--- src/rtl/arc_fifo.sv ---
// Two-entry queue of any packed type, used between the front and back
// parts and on the result side. Depends on nothing.
module arc_fifo #(
	parameter type T = logic
) (
	input  logic clk,
	input  logic arst_n,
	input  logic wr,
	input  T     wdata,
	output logic full,
	input  logic rd,
	output T     rdata,
	output logic empty
);
	T           mem [2];
	logic       wp_q, rp_q;
	logic [1:0] cnt_q;

	assign full  = (cnt_q == 2'd2);
	assign empty = (cnt_q == 2'd0);
	assign rdata = mem[rp_q];

	always_ff @(posedge clk) begin
		if (wr && !full) mem[wp_q] <= wdata;
	end

	always_ff @(posedge clk or negedge arst_n) begin
		if (!arst_n) begin
			wp_q  <= 1'b0;
			rp_q  <= 1'b0;
			cnt_q <= 2'd0;
		end else begin
			if (wr && !full) wp_q <= ~wp_q;
			if (rd && !empty) rp_q <= ~rp_q;
			cnt_q <= cnt_q + 2'(wr && !full) - 2'(rd && !empty);
		end
	end
endmodule

--- config.mk ---
export PLATFORM = sky130hd
export DESIGN_NAME = arc_fifo
export DESIGN_NICKNAME = d
export VERILOG_FILES = /design/src/rtl/arc_fifo.sv
export SDC_FILE = /design/constraint.sdc
export NUM_CORES = 1
export LEC_CHECK = 0
export BUFFER_PORTS_ARGS = -buffer_cell sky130_fd_sc_hd__buf_2
export CORE_AREA = 2 2 39 41
export CTS_CLUSTER_SIZE = 20
export DETAILED_ROUTE_END_ITERATION = 7
export DIE_AREA = 0 0 41 43
export HOLD_SLACK_MARGIN = 0.15
export PLACE_DENSITY = 0.4
export SKIP_CTS_REPAIR_TIMING = 1
export SYNTH_ARGS = -nofsm -noshare
export SYNTH_HDL_FRONTEND = slang
export SYNTH_SLANG_ARGS = --single-unit
--- constraint.sdc ---
create_clock -name clk -period 1.5 [get_ports clk]
set_input_delay 0.45 -clock clk [delete_from_list [all_inputs] [get_ports clk]]
set_output_delay 0.45 -clock clk [all_outputs]
set_load 0.1 [all_outputs]
* After elaboration in Yosys (flattened, before gate mapping)
Memories as Yosys holds them, arrays and structs flattened. Cells that the tools add are included.
Operators by class: add/sub/neg operators 2, equal/unequal tests 1, muxes and demuxes 2, bitwise logic cells 2, reductions and logical operators 5
Operators by type and width (count):
- $add A2 B1 Y2 | 1
- $eq A2 B2 Y1 const B | 1
- $logic_and A1 B1 Y1 | 2
- $logic_not A1 Y1 | 2
- $logic_not A2 Y1 | 1
- $mux W1 | 2
- $not A1 Y1 | 2
- $sub A2 B1 Y2 | 1
Storage, ports and cells: bits in registers 4, memory bits (writable) 2, input port bits 5, output and inout port bits 3, logic and storage cells 16, memories 1
Memory list:
- mem | depth 2, width 1, read ports 1, clocked after memory_dff 0, write ports 1, line 15 | T mem [2];

* Logic depth before layout (Yosys ltp)
Gate-level depths: netlist of the first run.
word-level depth 5, mapped depth 7, depth with buffers taken out 7

* Least setup slack after synthesis of the first run
OpenSTA, ideal clock, no wires.
path type register -> register, start point reg cnt_q[1], end point reg cnt_q[1], setup time 123 ps, arrival time 2618 ps, required time 1377 ps, setup slack -1241 ps, stages on the path, launching flop included 8, path buffers 0, clock period less this slack 2741 ps, path through dfrtp_1 > nor2_1 > nor2b_2 > ha_1 > inv_1 > ha_1 > xnor2_1 > xnor2_1
On the way: elaborated cells between the ends (all ways) 8, those cells by class add/sub (2); eq/ne (1); reduce/logical (5)
RTL lines:
- from (decl) | line 17 | logic [1:0] cnt_q;
- from (signal assigned) | line 35 | cnt_q <= cnt_q + 2'(wr && !full) - 2'(rd && !empty);
- $logic_not A2 Y1 | line 20 | assign empty = (cnt_q == 2'd0);
- net empty | line 13 | output logic empty
- $logic_not A1 Y1 | line 35
- $logic_and A1 B1 Y1 | line 35
- $sub A2 B1 Y2 | line 35
The timed path passes the listed nets, and every way through them passes these cells. A chain may end at the register's enable or synchronous reset.

* Worst setup path in the final report of the first run
start point reg cnt_q[0], end point out full
On the way: longest elaborated chain between the ends 1
RTL lines:
- $eq A2 B2 Y1 | line 19 | assign full = (cnt_q == 2'd2);
- to (decl) | line 10 | output logic full,
No other way between the ends.

==> out/qor.txt, run 1 <==
status - finished, violations left
violated checks - negative setup slack
Slew HR - 89.2%
antenna violations before repair - 0
share of cells above drive strength 1 - 70.0%
Yosys cell types - 12
Final ANT Viol Nets - 0
CTS clk-pin slew, worst paths - 0.05 ns
Post-synth EDFFs - 2
placed insts - 48
worst r2r src - cnt_q[0]
Crit path max-delay family - flip-flops
Inserted Clock Buffers - 3
Residual DRC - 0
port bufs - 7
CP max FO - 3
min-delay src - wdata
via count - 207
Area growth, synth to finish - 95.9%
Worst-Margin Slew - 0.161 ns
post-synthesis sequential area ratio - 59.0%
Net Count, Synth - 28
Overflow after GRT - 0
HP Class - in -> reg
Setup crit start - cnt_q[0]
syn_area_per_cell - 12.9 um2
synthesized flop and latch total - 6
I/O pin cnt - 8
Worst Path Required - 1.05 ns
synth warn - 0
Post-synth top cells - dfrtp_1 (4), xnor2_1 (3)
CP startpoint kind - flip-flop
Cell Area, Synth - 272 um2
final core occ - 38.4%
Max Clk Rate - 616 MHz
chip width - 41 um
Final Hold Fails - 0
ant diodes - 0
Die Area - 1760 um2
crit path buf inv count - 3
CTS tree - yes
Starting Density - 19.6%
Crit. End Element - output port
Core Region - 1380 um2
clk_lat worst skew - 0.25 ns
Critical Setup Path Class - reg -> out
critical path cell sequence - nand2b_4, buf_6, clkinvlp_4, buf_12
cell taking the most area after synthesis - dfrtp_1
CTS Sinks - 6
Synth top area share - 36.9%
crit path DAT - 1.17 ns
top area cells in the synthesized netlist - dfrtp_1 (37%), edfxtp_1 (22%), xnor2_1 (9.7%), ha_1 (9.2%), mux2_2 (4.1%)
DRT iter0 DRCs - 2
Post-synth ARST share - 66.7%
crit path time final - 1.62 ns
most frequent cell after synthesis - dfrtp_1
Gate Count Post-Synth - 21
via count of the first global-routing pass - 196
Fillers - 134
CTS root buf - clkbuf_4
largest net degree at the start of global routing - 5
total track usage - 6.89%
final setup violation count - 4
max incr delay on CP - 0.41 ns
Cell Rows - 14
Slew Limit Fails - 0
RSZ-0062 raised after global routing - true
first-pass iteration count of the detailed router - 2
Avg WL per Cell - 9.36 um
vias per cell - 3.70
Worst path slowest cell - dfrtp_1
routability cong. - 0.664
Routed WL - 524 um
Longest Clk Path Bufs - 2
Final Non-Filler Cells - 56
Post-layout nets - 48
max_cap viols - 0
skew final - 0.000280 ns
Chip Height - 43 um
ys flop type - dfrtp_1
setup ws final - -0.123 ns
H-tree depth - 1
first-pass GRT wire length - 745 um
period utilization - 108%
## area by class of cell
type                       instances  area [um2]  share of cell area [%]
clock buffer                       4        26.3                    4.94
inverter                           2        11.3                    2.12
multi-input combinational         13         163                    30.6
sequential                         6         161                    30.4
tap                               16        20.0                    3.76
timing repair buffer              15         150                    28.2
## state kept, by name, summed over array words and instances (netlist names)
| register | cells |
|---|---|
| cnt_q | 2 |
| rp_q | 1 |
| mem | 2 |
| wp_q | 1 |
## layout by cell type (no fill, tap or decap), types with 2 or more instances in the layout
cell,synthesis,layout
buf_4,0,5
edfxtp_1,2,2
buf_12,0,3
dfrtp_1,4,3
clkbuf_4,0,3
buf_2,0,4
ha_4,0,2
xnor2_1,3,2
buf_6,0,2
## worst register-to-register path, delay by kind of cell, from the launching register on
family / cells / cell delay (ns)
DFF: 1 / 0.41
adders and majority gates: 2 / 0.41
xor gates and xnor gates: 2 / 0.25
buffers and inverters: 2 / 0.15
and+or+nand+nor: 2 / 0.22
## final timing paths
| path | depth (start not counted) | end | slack (ns) |
|---|---|---|---|
| max in group asynchronous | 2 | cnt_q[1] | 0.83 |
| min in group asynchronous | 2 | rp_q | 0.53 |
| hold / removal | 1 | mem[1] | 0.39 |
| setup / recovery | 4 | full | -0.12 |
| setup reg to reg | 8 | cnt_q[1] | -0.04 |
| hold reg to reg | 1 | wp_q | 0.50 |
## cells by family (layout without fill, tap and decap cells)
| kind of cell | count (synthesis) | in the layout | share of synthesized area [%] |
|---|---|---|---|
| xor+xnor | 4 | 4 | 12.9 |
| fa+ha+maj | 2 | 2 | 9.22 |
| buf+inv | 2 | 21 | 2.77 |
| flops | 6 | 6 | 59.0 |
| mux | 1 | 1 | 4.15 |
| simple gates | 6 | 6 | 12.0 |
## layer usage
metal	GRT usage, %	vias up	part of all wire [%]
li1	-	105	-
met1	8.94	92	42
met2	7.19	8	46
met3	3.14	2	7.8
met4	8.00	0	4.0
met5	0	-	0
## through the flow
stage	area (um2)	hold slack (ns)	TNS [ns]	worst slack, ns
final	532	0.390	-0.290	-0.123
after global routing	532	0.401	-0.430	-0.151
after CTS	442	-0.00369	-0.351	-0.187
after detailed placement	415	0.265	-0.0675	-0.0675
after global placement	415	0.263	-0.0333	-0.0333
after floorplan	285	0.154	-0.624	-0.388
Power of run 1 is not shown: default switching activity piles up to over one toggle a cycle in this logic, so the estimate is an artifact.
==> inputs of run 2 (changes only) <==
--- a/config.mk
+++ b/config.mk
@@ -11,7 +11,7 @@
 export DETAILED_ROUTE_END_ITERATION = 7
 export DIE_AREA = 0 0 41 43
 export HOLD_SLACK_MARGIN = 0.15
-export PLACE_DENSITY = 0.4
+export PLACE_DENSITY_LB_ADDON = 0.25
 export SKIP_CTS_REPAIR_TIMING = 1
 export SYNTH_ARGS = -nofsm -noshare
 export SYNTH_HDL_FRONTEND = slang
==> constraint.sdc (replaced) <==
create_clock -name clk -period 1.3 [get_ports clk]
set_input_delay 0.39 -clock clk [delete_from_list [all_inputs] [get_ports clk]]
set_output_delay 0.39 -clock clk [all_outputs]
set_load 0.1 [all_outputs]
==> run 2 against run 1 <==
The run still ends with negative setup slack left. Die area stayed put. Core utilization is 1.1 points lower. Wire length is 8.6% higher. Sequential share of layout area is 0.88 points higher. Count of clock-buffer cells in the layout stayed put. Highest routed layer is now met3.
==> out/qor.txt, run 2 (synthesized netlist as in run 1, its figures left out) <==
ant diodes - 0 (unchanged)
RSZ-0062 raised after global routing - true (unchanged)
total track usage - 8.11% (was 6.89%)
I/O pin cnt - 8 (unchanged)
antenna violations before repair - 0 (unchanged)
CP startpoint kind - flip-flop (unchanged)
Cell Rows - 14 (unchanged)
Hold EP - mem[1] (unchanged)
violated checks - negative setup slack (unchanged)
Max Clk Rate - 645 MHz
Chip Height - 43 um (unchanged)
H-tree depth - 1 (unchanged)
routability cong. - 0.702 (was 0.664)
Core Region - 1380 um2 (unchanged)
via count - 214 (was 207)
min-delay src - wdata (unchanged)
CTS tree - yes (unchanged)
share of cells above drive strength 1 - 67.5% (was 70.0%)
CTS Sinks - 6 (unchanged)
first-pass iteration count of the detailed router - 2 (unchanged)
Final Hold Fails - 0 (unchanged)
worst r2r src - cnt_q[0] (unchanged)
Final ANT Viol Nets - 0 (unchanged)
Slew HR - 88.0% (was 89.2%)
Residual DRC - 0 (unchanged)
Avg WL per Cell - 10.2 um (was 9.36 um)
largest net degree at the start of global routing - 5 (unchanged)
max_cap viols - 0 (unchanged)
R2R cell count - 7 (was 8)
final setup violation count - 5 (was 4)
port bufs - 7 (unchanged)
Inserted Clock Buffers - 3 (unchanged)
Worst-Margin Slew - 0.179 ns (was 0.161 ns)
Area growth, synth to finish - 90.3% (was 95.9%)
Critical Setup Path Class - reg -> out (unchanged)
Longest Clk Path Bufs - 2 (unchanged)
DRT iter0 DRCs - 1 (was 2)
vias per cell - 3.82 (was 3.70)
reg-to-reg endpoint - cnt_q[1] (unchanged)
R2R setup slack - -0.21 ns (was -0.04 ns)
period utilization - 119%
chip width - 41 um (unchanged)
Worst Path Required - 0.91 ns (was 1.05 ns)
clk_lat worst skew - 0.24 ns (was 0.25 ns)
crit path DAT - 1.16 ns (was 1.17 ns)
biggest regs - cnt_q x2, mem x2 (unchanged)
CTS clk-pin slew, worst paths - 0.05 ns (about the same)
via count of the first global-routing pass - 217 (was 196)
skew final - 0.0104 ns (was 0.000280 ns)
Crit. End Element - output port (unchanged)
crit path time final - 1.55 ns
Overflow after GRT - 0 (unchanged)
Die Area - 1760 um2 (unchanged)
Slew Limit Fails - 0 (unchanged)
WHS Path Cells - 1 (unchanged)
HP Class - in -> reg (unchanged)
DPL Wire Length - 451 um
Post-layout nets - 48 (unchanged)
CTS root buf - clkbuf_4 (unchanged)
first-pass GRT wire length - 876 um (was 745 um)
setup ws final - -0.250 ns (was -0.123 ns)
status - finished, violations left (unchanged)
setup_tns - -0.865 ns (was -0.290 ns)
commonest non-fill, non-tap cell in the layout - buf_4 (unchanged)
most frequent cells in the layout - buf_4 (5), buf_2 (4), clkbuf_4 (3), dfrtp_1 (3), buf_12 (3) (unchanged)
Routed WL - 569 um (was 524 um)
CP max FO - 3 (unchanged)
Starting Density - 19.6% (unchanged)
[run 2: critical path, stage by stage (launching register included)]
cell and delay (ns):
dfrtp_1 0.41, nand2b_4 0.17, buf_6 0.12, clkinvlp_4 0.07, buf_12 0.16
[run 2: worst max path at each step]
| stage | from | to | depth (start not counted) |
|---|---|---|---|
| global placement | cnt_q[0] | cnt_q[1] | 7 |
| floorplan | cnt_q[0] | cnt_q[1] | 7 |
| global route | cnt_q[0] | full | 4 |
| finish | cnt_q[0] | full | 4 |
| detailed placement | cnt_q[0] | cnt_q[1] | 7 |
| CTS | cnt_q[0] | full | 4 |
[run 2: layout make-up]
type	instances	area (um2)
Tap cell	16	20.0
Multi-Input combinational cell	13	148
Clock buffer	4	26.3
Fill cell	143	867
Timing Repair Buffer	15	150
Inverter	2	11.3
Sequential cell	6	161
[run 2: through the flow]
stage	utilization (%)	setup WS, ns	std cells	hold slack (ns)	instance area (um2)
2_1_floorplan	-	-0.588	21	0.0944	289
3_3_place_gp	31.4	-0.207	50	0.202	434
3_5_place_dp	31.4	-0.263	50	0.206	434
4_1_cts	33.3	-0.320	54	-0.0600	460
5_1_grt	37.3	-0.303	56	0.327	517
6_report	37.3	-0.250	56	0.333	517
[run 2: per-layer routing]
metal / share of wire [%] / up-vias / global-route usage (%)
li1: - / 107 / -
met1: 35 / 101 / 7.95
met2: 59 / 6 / 11.9
met3: 6.0 / 0 / 6.28
met4: 0 / 0 / 4.00
met5: 0 / - / 0
Power of run 2 is left out for the same reason.
